`config.mk`:
```
export PLATFORM = sky130hd
export DESIGN_NAME = sorted_priority_queue
export DESIGN_NICKNAME = d
export VERILOG_FILES = /design/src/sv/spq_pkg.sv /design/src/sv/sorted_priority_queue.sv /design/src/sv/spq_ctrl.sv /design/src/sv/spq_dp.sv
export SDC_FILE = /design/constraint.sdc
export NUM_CORES = 1
export LEC_CHECK = 0
export BUFFER_PORTS_ARGS = -buffer_cell sky130_fd_sc_hd__buf_2
export CORE_ASPECT_RATIO = 1.4
export CORE_UTILIZATION = 30
export CTS_BUF_LIST = sky130_fd_sc_hd__clkbuf_16
export DETAILED_ROUTE_END_ITERATION = 8
export SYNTH_ARGS = -nofsm -noshare
export SYNTH_HDL_FRONTEND = slang
export SYNTH_SLANG_ARGS = --single-unit
```
`constraint.sdc`:
```
create_clock -name clk -period 9.77 [get_ports clk]
set_clock_uncertainty 0.1 [all_clocks]
set_input_delay 2.4425 -clock clk [delete_from_list [all_inputs] [get_ports clk]]
set_output_delay 2.4425 -clock clk [all_outputs]
set_load 0.01 [all_outputs]
```
`src/sv/spq_pkg.sv`:
```
// Shared types, widths and codes for the sorted priority queue.
// No dependencies; every other file refers to it by scoped names.
package spq_pkg;

	// parameter defaults
	localparam int CAPACITY_DEF = 16;
	localparam int TAG_BITS_DEF = 16;

	// fixed field widths
	localparam int TAG_W    = 16;
	localparam int PRI_W    = 32;
	localparam int STATUS_W = 2;
	localparam int OCC_W    = 5;

	// slave tdata: item_tag, priority_req
	localparam int S_TDATA_W = TAG_W + PRI_W;

	// master tdata layout, lowest bit up
	localparam int O_STATUS  = 0;
	localparam int O_REMOVED = O_STATUS + STATUS_W;
	localparam int O_FTAG    = O_REMOVED + TAG_W;
	localparam int O_FPRI    = O_FTAG + TAG_W;
	localparam int O_OCC     = O_FPRI + PRI_W;
	localparam int O_EMPTY   = O_OCC + OCC_W;
	localparam int M_TDATA_W = O_EMPTY + 1;

	// operation kinds (tuser)
	localparam logic KIND_INSERT = 1'b0;
	localparam logic KIND_REMOVE = 1'b1;

	// result status codes
	localparam logic [STATUS_W-1:0] ST_OK    = 2'd0;
	localparam logic [STATUS_W-1:0] ST_FULL  = 2'd1;
	localparam logic [STATUS_W-1:0] ST_EMPTY = 2'd2;
	localparam logic [STATUS_W-1:0] ST_BAD   = 2'd3;

	// controller -> datapath
	typedef struct packed {
		logic load_in;   // capture input beat, reset result fields
		logic set_full;
		logic set_empty;
		logic rd_prev;   // read entry just ahead of the insert slot
		logic shift_wr;  // move read entry back one slot
		logic ins_wr;    // write new entry at insert slot
		logic rd_front;  // read entry at head
		logic pop;       // drop head entry
		logic out_load;  // load result register
	} cmd_t;

	// datapath -> controller
	typedef struct packed {
		logic is_remove;
		logic full;
		logic cnt_zero;
		logic pos_zero;
		logic greater;
		logic out_free;
	} sts_t;

endpackage

```
`src/sv/sorted_priority_queue.sv`:
```
// Sorted priority queue: top level joining the sequencer and the datapath.
// Depends on spq_pkg, spq_ctrl, spq_dp.
//
// Holds up to CAPACITY tagged entries in descending priority order; equal
// priorities leave in arrival order. Each input beat (tuser 0 insert, 1 remove)
// yields one result beat with status, removed tag, front tag/priority,
// occupancy and empty flag. One item is processed at a time. An insert
// moves each stored entry of lower priority back one slot before it writes
// the new entry; each move is a read and then a write of the entry memory.
// A result waiting on m_tready does not block the next input beat from being
// accepted. No clearing pass is needed after reset.
module sorted_priority_queue #(
	parameter int CAPACITY = spq_pkg::CAPACITY_DEF,
	parameter int TAG_BITS = spq_pkg::TAG_BITS_DEF
) (
	input  logic                          clk,
	input  logic                          arst_n,
	input  logic                          s_tvalid,
	output logic                          s_tready,
	input  logic [spq_pkg::S_TDATA_W-1:0] s_tdata,  // item_tag[15:0], priority_req[47:16]
	input  logic                          s_tuser,  // kind
	output logic                          m_tvalid,
	input  logic                          m_tready,
	// status[1:0], removed_tag[17:2], front_tag[33:18], front_priority[65:34],
	// occupancy[70:66], is_empty[71]
	output logic [spq_pkg::M_TDATA_W-1:0] m_tdata
);

	spq_pkg::cmd_t cmd;
	spq_pkg::sts_t sts;

	spq_ctrl u_ctrl (
		.clk      (clk),
		.arst_n   (arst_n),
		.s_tvalid (s_tvalid),
		.s_tready (s_tready),
		.sts      (sts),
		.cmd      (cmd)
	);

	spq_dp #(
		.CAPACITY (CAPACITY),
		.TAG_BITS (TAG_BITS)
	) u_dp (
		.clk      (clk),
		.arst_n   (arst_n),
		.s_tdata  (s_tdata),
		.s_tuser  (s_tuser),
		.m_tvalid (m_tvalid),
		.m_tready (m_tready),
		.m_tdata  (m_tdata),
		.cmd      (cmd),
		.sts      (sts)
	);

endmodule

```
`src/sv/spq_ctrl.sv`:
```
// Sequencer for the sorted priority queue.
// Depends on spq_pkg (cmd_t, sts_t).
module spq_ctrl (
	input  logic          clk,
	input  logic          arst_n,
	input  logic          s_tvalid,
	output logic          s_tready,
	input  spq_pkg::sts_t sts,
	output spq_pkg::cmd_t cmd
);

	localparam logic [2:0] S_IDLE   = 3'd0;
	localparam logic [2:0] S_DECIDE = 3'd1;
	localparam logic [2:0] S_SCAN   = 3'd2;
	localparam logic [2:0] S_CMP    = 3'd3;
	localparam logic [2:0] S_POP    = 3'd4;
	localparam logic [2:0] S_RDF    = 3'd5;
	localparam logic [2:0] S_FIN    = 3'd6;

	logic [2:0] state_q, state_d;

	assign s_tready = (state_q == S_IDLE);

	always_comb begin
		state_d = state_q;
		cmd     = '0;
		unique case (state_q)
			S_IDLE: begin
				if (s_tvalid) begin
					cmd.load_in = 1'b1;
					state_d     = S_DECIDE;
				end
			end
			S_DECIDE: begin
				if (sts.is_remove) begin
					if (sts.cnt_zero) begin
						cmd.set_empty = 1'b1;
						state_d       = S_FIN;
					end else begin
						cmd.rd_front = 1'b1;
						state_d      = S_POP;
					end
				end else if (sts.full) begin
					cmd.set_full = 1'b1;
					state_d      = S_RDF;
				end else begin
					state_d = S_SCAN;
				end
			end
			S_SCAN: begin
				if (sts.pos_zero) begin
					cmd.ins_wr = 1'b1;
					state_d    = S_RDF;
				end else begin
					cmd.rd_prev = 1'b1;
					state_d     = S_CMP;
				end
			end
			S_CMP: begin
				if (sts.greater) begin
					cmd.shift_wr = 1'b1;
					state_d      = S_SCAN;
				end else begin
					cmd.ins_wr = 1'b1;
					state_d    = S_RDF;
				end
			end
			S_POP: begin
				cmd.pop = 1'b1;
				state_d = S_RDF;
			end
			S_RDF: begin
				cmd.rd_front = 1'b1;
				state_d      = S_FIN;
			end
			S_FIN: begin
				if (sts.out_free) begin
					cmd.out_load = 1'b1;
					state_d      = S_IDLE;
				end
			end
			default: state_d = S_IDLE;
		endcase
	end

	always_ff @(posedge clk or negedge arst_n) begin
		if (!arst_n) begin
			state_q <= S_IDLE;
		end else begin
			state_q <= state_d;
		end
	end

endmodule

```
`src/sv/spq_dp.sv`:
```
// Datapath: ring-buffer entry memory, head/count/slot registers, result register.
// Depends on spq_pkg (widths, codes, cmd_t, sts_t).
module spq_dp #(
	parameter int CAPACITY = spq_pkg::CAPACITY_DEF,
	parameter int TAG_BITS = spq_pkg::TAG_BITS_DEF
) (
	input  logic                             clk,
	input  logic                             arst_n,
	input  logic [spq_pkg::S_TDATA_W-1:0]    s_tdata,
	input  logic                             s_tuser,
	output logic                             m_tvalid,
	input  logic                             m_tready,
	output logic [spq_pkg::M_TDATA_W-1:0]    m_tdata,
	input  spq_pkg::cmd_t                    cmd,
	output spq_pkg::sts_t                    sts
);

	localparam int IDX_W = $clog2(CAPACITY);
	localparam int CNT_W = $clog2(CAPACITY + 1);
	localparam int PRI_W = spq_pkg::PRI_W;
	localparam int ENT_W = PRI_W + TAG_BITS;
	localparam logic [IDX_W:0] CAP_X = (IDX_W + 1)'(CAPACITY);
	localparam logic [CNT_W-1:0] CAP_C = CNT_W'(CAPACITY);

	// entries stored as {priority, tag}, logical slot 0 at head_q
	logic [ENT_W-1:0] mem [CAPACITY];

	logic                          kind_q;
	logic [TAG_BITS-1:0]           tag_q;
	logic [PRI_W-1:0]              pri_q;
	logic [spq_pkg::STATUS_W-1:0]  status_q;
	logic [TAG_BITS-1:0]           removed_q;
	logic [IDX_W-1:0]              head_q;
	logic [CNT_W-1:0]              cnt_q;
	logic [CNT_W-1:0]              pos_q;
	logic [ENT_W-1:0]              rd_q;
	logic [spq_pkg::M_TDATA_W-1:0] out_q;
	logic                          m_valid_q;

	logic [CNT_W-1:0]              pos_m1;
	logic [IDX_W-1:0]              wr_addr, rd_addr, head_nx;
	logic                          cnt_zero;
	logic [spq_pkg::TAG_W-1:0]     front_tag;
	logic [PRI_W-1:0]              front_pri;

	function automatic logic [IDX_W-1:0] phys(input logic [IDX_W-1:0] head,
			input logic [IDX_W-1:0] slot);
		logic [IDX_W:0] s;
		s = {1'b0, head} + {1'b0, slot};
		if (s >= CAP_X) begin
			s = s - CAP_X;
		end
		return s[IDX_W-1:0];
	endfunction

	assign pos_m1   = pos_q - CNT_W'(1);
	assign wr_addr  = phys(head_q, pos_q[IDX_W-1:0]);
	assign rd_addr  = cmd.rd_prev ? phys(head_q, pos_m1[IDX_W-1:0]) : head_q;
	assign head_nx  = (head_q == IDX_W'(CAPACITY - 1)) ? '0 : head_q + IDX_W'(1);
	assign cnt_zero = (cnt_q == '0);

	assign sts.is_remove = (kind_q == spq_pkg::KIND_REMOVE);
	assign sts.full      = (cnt_q == CAP_C);
	assign sts.cnt_zero  = cnt_zero;
	assign sts.pos_zero  = (pos_q == '0);
	assign sts.greater   = $signed(pri_q) > $signed(rd_q[ENT_W-1 -: PRI_W]);
	assign sts.out_free  = !m_valid_q || m_tready;

	// memory: one write and one registered read port
	always_ff @(posedge clk) begin
		if (cmd.shift_wr) begin
			mem[wr_addr] <= rd_q;
		end else if (cmd.ins_wr) begin
			mem[wr_addr] <= {pri_q, tag_q};
		end
		if (cmd.rd_prev || cmd.rd_front) begin
			rd_q <= mem[rd_addr];
		end
	end

	// input beat and result fields
	always_ff @(posedge clk) begin
		if (cmd.load_in) begin
			kind_q    <= s_tuser;
			tag_q     <= TAG_BITS'(s_tdata[spq_pkg::TAG_W-1:0]);
			pri_q     <= s_tdata[spq_pkg::S_TDATA_W-1 -: PRI_W];
			status_q  <= spq_pkg::ST_OK;
			removed_q <= '0;
		end else begin
			if (cmd.set_full) begin
				status_q <= spq_pkg::ST_FULL;
			end
			if (cmd.set_empty) begin
				status_q <= spq_pkg::ST_EMPTY;
			end
			if (cmd.pop) begin
				removed_q <= rd_q[TAG_BITS-1:0];
			end
		end
	end

	always_ff @(posedge clk or negedge arst_n) begin
		if (!arst_n) begin
			head_q <= '0;
			cnt_q  <= '0;
			pos_q  <= '0;
		end else begin
			if (cmd.load_in) begin
				pos_q <= cnt_q;
			end else if (cmd.shift_wr) begin
				pos_q <= pos_m1;
			end
			if (cmd.ins_wr) begin
				cnt_q <= cnt_q + CNT_W'(1);
			end else if (cmd.pop) begin
				cnt_q  <= cnt_q - CNT_W'(1);
				head_q <= head_nx;
			end
		end
	end

	// front fields read zero on an empty queue
	assign front_tag = cnt_zero ? '0 : spq_pkg::TAG_W'(rd_q[TAG_BITS-1:0]);
	assign front_pri = cnt_zero ? '0 : rd_q[ENT_W-1 -: PRI_W];

	always_ff @(posedge clk) begin
		if (cmd.out_load) begin
			out_q <= {cnt_zero, spq_pkg::OCC_W'(cnt_q), front_pri, front_tag,
				spq_pkg::TAG_W'(removed_q), status_q};
		end
	end

	always_ff @(posedge clk or negedge arst_n) begin
		if (!arst_n) begin
			m_valid_q <= 1'b0;
		end else if (cmd.out_load) begin
			m_valid_q <= 1'b1;
		end else if (m_tready) begin
			m_valid_q <= 1'b0;
		end
	end

	assign m_tvalid = m_valid_q;
	assign m_tdata  = out_q;

endmodule

```
==> run_results.csv, run 1 <==
group,metric,value,unit
synth,synth.distinct_cells,57,
clocking,clock_latency,0.70,ns
global_route,overflow,0,
timing,relSlewSlack,0.217,
synth,synth-seq-area-share,0.751,
synth,syn_avg_cell_area,14.0,um2
detailed_routing,num_vias,22700,
timing,finalSetupTns,0,ns
worst_setup_path,cp_num_buf_inv,1,
min_path,min_path_type,"register to register",
synth,synthCells,2757,
cells_and_area,nFillCells,12100,
die,std_cell_rows,155,
clocking,clkTransAtPathRegs,0.06,ns
global_route,antenna_found_initial,2,
synth,syn_nets,2856,
timing,fin_crit,4.34,ns
die,die-width,305,um
placed_design,gp_congestion,0.774,
die,dieArea,130000,um2
outcome,status,"complete, no violations",
die,pin_count,127,
placed_design,dpl.hpwl,49500,um
synth,ys_ff_latch,973,
run,max_cap_viol_count,0,
timing,rsz0062_at_grt,"no",
timing,slew_viol_final,0,
clocking,cts_hold_buf,0,
pwr,power.density,345,nW/um2
synth,synth_compound_area_frac,0.0304,
detailed_routing,routed_wl,98300,um
synth,synth_area,38600,um2
worst_setup_path,critPathCaptureType,"output pin",
detailed_routing,routedWlPerCell,21.4,um
worst_setup_path,arrival,1.80,ns
cells_and_area,drive_gt1_frac,0.130,
detailed_routing,first_pass_iters,5,
global_route,grt_max_degree,184,
cells_and_area,nets,2971,
placed_design,io_buffers,126,
synth,synth-xor-area-share,0.00474,
worst_setup_path,critPathLaunchType,"register",
cells_and_area,diodes,0,
synth,yosys_warnings,0,
timing,tightest_slew,1.17,ns
pwr,vdd.ir_drop.worst,0.281,mV
global_route,grt_use_total,0.149,
clocking,cts_buffers,96,
detailed_routing,postRouteAntennaNets,0,
worst_setup_path,worstPathRequired,7.23,ns
worst_setup_path,path_cells,"nor3_1, buf_2",
die,core-area,127000,um2
synth,synthSimpleGateAreaFrac,0.142,
detailed_routing,via_per_inst,4.94,
clocking,htree_levels,3,
synth,synthAdderAreaFrac,0.0155,
worst_setup_path,slowest_delay,0.50,ns
clocking,cts_sinks,973,
cells_and_area,area_growth,14.2,%
timing,clock.fmax,230,MHz
synth,synth_top_family_by_area,"simple AND/OR/NAND/NOR gates",
clocking,cts_buffer_depth,3,
cells_and_area,final_util,0.346,
clocking,post_cts_resized,0,
pwr,leakagePower,15.3,nW
clocking,postCtsSetupBuffers,0,
worst_setup_path,crit_slowest_cell,"dfrtp_1",
worst_setup_path,crit_family,"flip-flops",
worst_setup_path,crit_fanout,10,
die,initial_core_util,0.303,
detailed_routing,drc,0,
die,die_h,426,um
global_route,first_global_vias,22000,
global_route,grt_pass1_wl,144000,um
clocking,clock-root-buffer,"clkbuf_16",
synth,synthMuxAreaShare,0.0324,
timing,setup_viol,0,
worst_setup_path,critPathKind,"register to output pin",
clocking,tritoncts,"yes",
detailed_routing,drt_iter0_markers,1894,
timing,hold_viol,0,
timing,timing.final.crit_share,0.444,
[layout by cell type, fill, tap and decap left out, types with 4 or more instances in the layout]
master	count
edfxtp_1	937
nand2_1	737
nand3_1	296
buf_2	126
nand4_1	105
clkbuf_16	97
inv_1	60
mux2i_1	50
a32oi_1	48
nor2_1	44
ha_1	43
buf_4	41
a21oi_1	40
mux2_4	40
o21ai_0	38
o21ai_1	26
nor2b_1	21
clkinv_1	21
clkinv_2	19
nor2_4	18
dfrtp_1	18
dfxtp_1	18
xnor2_1	12
xor2_1	7
mux2_1	6
bufinv_16	6
a21o_1	5
mux2_2	5
nor3_1	4
nor4_1	4
[stage by stage]
step / setup WS (ns) / instances / hold WS (ns) / power [W] / area, um2
2_1_floorplan: 3.66 / 2757 / 0.308 / 0.00994 / 38600
3_3_place_gp: 5.50 / 4422 / 0.310 / 0.0117 / 41000
3_5_place_dp: 5.47 / 4422 / 0.318 / 0.0118 / 41000
4_1_cts: 5.38 / 4596 / 0.329 / 0.0153 / 44000
5_1_grt: 5.24 / 4596 / 0.337 / 0.0160 / 44000
6_report: 5.43 / 4596 / 0.328 / 0.0152 / 44000
[metal layers]
metal | global-route usage | vias to the layer above | wire length, um
li1 | - | 10300 | -
met1 | 0.194 | 11500 | 41800
met2 | 0.254 | 686 | 48300
met3 | 0.0245 | 141 | 5920
met4 | 0.0457 | 0 | 2220
met5 | 0 | - | 0
[synth_stat cells (all sizes together)]
| cell type | instances | share of area |
|---|---|---|
| edfxtp | 937 | 0.73 |
| nand2 | 738 | 0.072 |
| nand3 | 296 | 0.038 |
| buf | 107 | 0.016 |
| nand4 | 105 | 0.017 |
| o21ai | 67 | 0.0089 |
| nor2 | 63 | 0.0062 |
| mux2 | 52 | 0.019 |
| mux2i | 51 | 0.013 |
| a32oi | 48 | 0.011 |
| clkbuf | 45 | 0.0044 |
| ha | 43 | 0.014 |
| a21oi | 41 | 0.0054 |
| inv | 41 | 0.0040 |
| nor2b | 21 | 0.0034 |
| dfrtp | 18 | 0.012 |
| dfxtp | 18 | 0.0093 |
| xnor2 | 13 | 0.0031 |
| a21o | 7 | 0.0014 |
| xor2 | 7 | 0.0016 |
| nor3 | 5 | 0.00078 |
| nor4 | 5 | 0.0012 |
| fa | 3 | 0.0016 |
| o22a | 3 | 0.00068 |
| a221oi | 2 | 0.00062 |
| and2 | 2 | 0.00032 |
| nand2b | 2 | 0.00032 |
| nand3b | 2 | 0.00039 |
| nor4b | 2 | 0.00084 |
| o211ai | 2 | 0.00039 |
| o31ai | 2 | 0.00088 |
| or3 | 2 | 0.00032 |
| a2111o | 1 | 0.00029 |
| a222oi | 1 | 0.00026 |
| a22oi | 1 | 0.00019 |
| a311o | 1 | 0.00026 |
| a311oi | 1 | 0.00023 |
| and2b | 1 | 0.00019 |
| or4 | 1 | 0.00019 |
[sequential cells by signal (all words and copies together), names as in the netlist]
register        flops
u_dp.removed_q     16
u_dp.pri_q         32
u_dp.head_q         4
u_ctrl.state_q      3
u_dp.m_tvalid       1
u_dp.status_q       2
u_dp.m_tdata       72
u_dp.mem          768
u_dp.tag_q         16
u_dp.cnt_q          5
u_dp.rd_q          48
u_dp.pos_q          5
u_dp.kind_q         1
[cell type report]
class,count,area [um2],share of cell area
sequential,973,28900,0.657
multi-input combinational,1591,8880,0.202
clock buffer,97,2430,0.0551
tap,1648,2060,0.0468
timing repair buffer,169,978,0.0222
clock inverter,77,601,0.0136
inverter,41,154,0.00349
[cell families after synthesis]
logic type | Yosys count
flops | 973
simple gates | 1245
fa+ha+maj | 46
xor+xnor | 20
compound gates | 177
mux | 103
buf+inv | 193
[worst reg2reg max path, stage by stage, from the launching register on]
cell	delay [ns]
dfrtp_1	0.42
inv_1	0.09
ha_1	0.23
nor4b_4	0.32
nor2_2	0.07
nand2_2	0.36
mux2_8	0.73
buf_4	0.94
nand2_1	0.14
a32oi_1	0.26
nand4_1	0.12
o21ai_1	0.28
[power breakdown]
group	switching [W]	internal (W)
clock network	0.00160	0.00197
registers	0.000312	0.00593
logic	0.00383	0.00155
[final timing paths]
check	startpoint	endpoint	slack, ns	cells after the start
min in group asynchronous	arst_n	u_dp.cnt_q[2]	1.59	1
hold reg to reg	u_dp.removed_q[15]	u_dp.m_tdata[17]	0.33	0
hold / removal	u_dp.removed_q[15]	u_dp.m_tdata[17]	0.33	0
setup reg to reg	u_dp.pos_q[1]	u_dp.rd_q[22]	5.45	11
max in group asynchronous	arst_n	u_ctrl.state_q[2]	7.65	1
setup / recovery	u_ctrl.state_q[0]	s_tready	5.43	2
No activity file was read; power rests on OpenSTA's default activity.
==> run 2, diff against run 1 <==
==> constraint.sdc (replaced) <==
create_clock -name clk -period 3.9 [get_ports clk]
set_clock_uncertainty 0.1 [all_clocks]
set_input_delay 0.975 -clock clk [delete_from_list [all_inputs] [get_ports clk]]
set_output_delay 0.975 -clock clk [all_outputs]
set_load 0.01 [all_outputs]
==> run_results.csv, run 2 (synthesized netlist as in run 1, its figures left out) <==
group,metric,value,unit
clocking,cts_buffer_depth,3,
global_route,first_global_vias,22300,
detailed_routing,via_per_inst,4.95,
pwr,vdd.ir_drop.worst,0.802,mV
worst_setup_path,reg2reg_depth,10,
die,die_h,426,um
worst_setup_path,crit_slowest_cell,"mux2_1",
timing,fin_crit,3.67,ns
detailed_routing,postRouteAntennaNets,0,
pwr,leakagePower,15.7,nW
clocking,htree_levels,3,
die,core-area,127000,um2
cells_and_area,final_common_cell,"edfxtp_1",
die,pin_count,127,
worst_setup_path,critPathCaptureType,"register",
clocking,postCtsSetupBuffers,0,
worst_setup_path,worstPathRequired,4.15,ns
timing,timing.final.crit_share,0.940,
worst_setup_path,slowest_delay,0.55,ns
placed_design,place_area,41800,um2
global_route,grt_use_total,0.156,
worst_setup_path,cp_common_cell,"a21oi_1",
worst_setup_path,r2r-end,"u_dp.mem[8][43]",
clocking,post_cts_resized,0,
cells_and_area,design_area,44900,um2
placed_design,gp_congestion,0.774,
worst_setup_path,r2r_slack,0.23,ns
worst_setup_path,worstReg2RegStart,"u_dp.rd_q[39]",
detailed_routing,num_vias,23000,
clocking,tritoncts,"yes",
pwr,power.density,872,nW/um2
placed_design,dp_worst_setup_slack,0.276,ns
worst_setup_path,critPathKind,"register to register",
worst_setup_path,arrival,3.91,ns
detailed_routing,drt_iter0_markers,2224,
placed_design,io_buffers,126,
cells_and_area,largest_register_ffs,768,
cells_and_area,top_register,"u_dp.mem",
timing,finalSetupTns,0,ns
clocking,clock_latency,0.71,ns
detailed_routing,first_pass_iters,5,
detailed_routing,drc,0,
worst_setup_path,crit_fanout,25,
cells_and_area,final_util,0.352,
timing,clock.fmax,273,MHz
global_route,antenna_found_initial,5,
die,std_cell_rows,155,
die,initial_core_util,0.303,
min_path,min_path_type,"input pin to asynchronous set/reset pin",
die,dieArea,130000,um2
cells_and_area,nFillCells,12000,
timing,slew_viol_final,0,
clocking,cts_sinks,973,
timing,relSlewSlack,0.223,
clocking,clkTransAtPathRegs,0.07,ns
clocking,clock-root-buffer,"clkbuf_16",
cells_and_area,nets,3017,
worst_setup_path,path_cells,"inv_1, ha_1, a21oi_1, o21ai_0, a221oi_2, a21oi_1, a21o_2, o31ai_4, buf_12, mux2_1",
global_route,overflow,0,
timing,hold_viol,0,
timing,rsz0062_at_grt,"no",
timing,setup_viol,0,
timing,layout_setup_ws,0.234,ns
cells_and_area,area_growth,16.4,%
die,die-width,305,um
outcome,status,"complete, no violations",
run,max_cap_viol_count,0,
timing,tightest_slew,1.16,ns
global_route,grt_max_degree,74,
placed_design,dpl.hpwl,55500,um
worst_setup_path,critPathLaunchType,"register",
cells_and_area,final_cell_mix,"edfxtp_1, nand2_1, nand3_1",
global_route,grt_pass1_wl,149000,um
detailed_routing,routed_wl,103000,um
cells_and_area,drive_gt1_frac,0.143,
detailed_routing,routedWlPerCell,22.1,um
clocking,cts_hold_buf,0,
clocking,cts_buffers,93,
-- run 2: changes by cell type in the layout (fill, tap and decap cells not counted) --
cell | previous run | this run
inv_8 | 2 | 1
buf_12 | 2 | 38
bufinv_16 | 6 | 8
clkbuf_16 | 97 | 94
inv_16 | 1 | 2
clkinvlp_4 | 3 | 4
inv_6 | 2 | 5
clkinv_16 | 2 | 3
clkinv_2 | 19 | 10
diode_2 | 0 | 1
clkinv_4 | 0 | 1
buf_4 | 41 | 54
inv_1 | 60 | 61
-- run 2: power by group --
group | total [W] | switching (W) | internal [W]
registers | 0.0156 | 0.000768 | 0.0148
clock network | 0.00906 | 0.00408 | 0.00498
logic | 0.0145 | 0.00992 | 0.00458
total | 0.0392 | 0.0148 | 0.0244
-- run 2: critical path, delay by kind of cell (launching register included) --
family                     cells  cell delay (ns)
adders and majority gates      1             0.26
buffers and inverters          2             0.41
DFF                            1             0.38
AOI/OAI and AO/OA              6             1.54
muxes                          1             0.55
-- run 2: worst max-delay path by stage --
stage,to,slack [ns],cells past startpoint,from
global route,u_dp.mem[8][43],0.02,11,u_dp.rd_q[17]
floorplan,u_dp.mem[1][0],-0.34,4,u_dp.head_q[0]
CTS,u_dp.mem[11][43],0.24,10,u_dp.rd_q[39]
finish,u_dp.mem[8][43],0.23,10,u_dp.rd_q[39]
global placement,u_dp.mem[3][42],0.37,10,u_dp.rd_q[47]
detailed placement,u_dp.mem[2][43],0.28,10,u_dp.pri_q[1]
-- run 2: area by class of cell --
| type | count | area (um2) | area share |
|---|---|---|---|
| antenna | 1 | 2.50 | 0.0000557 |
| inverter | 41 | 154 | 0.00343 |
| tap | 1648 | 2060 | 0.0459 |
| timing repair buffer | 218 | 1800 | 0.0400 |
| sequential | 973 | 28900 | 0.645 |
| clock buffer | 94 | 2350 | 0.0524 |
| multi-input combinational | 1591 | 8880 | 0.198 |
| clock inverter | 77 | 701 | 0.0156 |
-- run 2: metal layers --
metal | vias up | GRT usage | share of wire
li1 | 10400 | - | -
met1 | 11500 | 0.207 | 0.43
met2 | 855 | 0.262 | 0.48
met3 | 153 | 0.0230 | 0.066
met4 | 0 | 0.0480 | 0.025
met5 | - | 0 | 0
-- run 2: per-stage QoR --
stage	hold slack [ns]	instances	power, W
after floorplan	0.308	2757	0.0249
after global placement	0.313	4471	0.0302
after detailed placement	0.319	4471	0.0304
after CTS	0.0842	4642	0.0395
after global routing	0.112	4642	0.0412
final	0.105	4643	0.0392
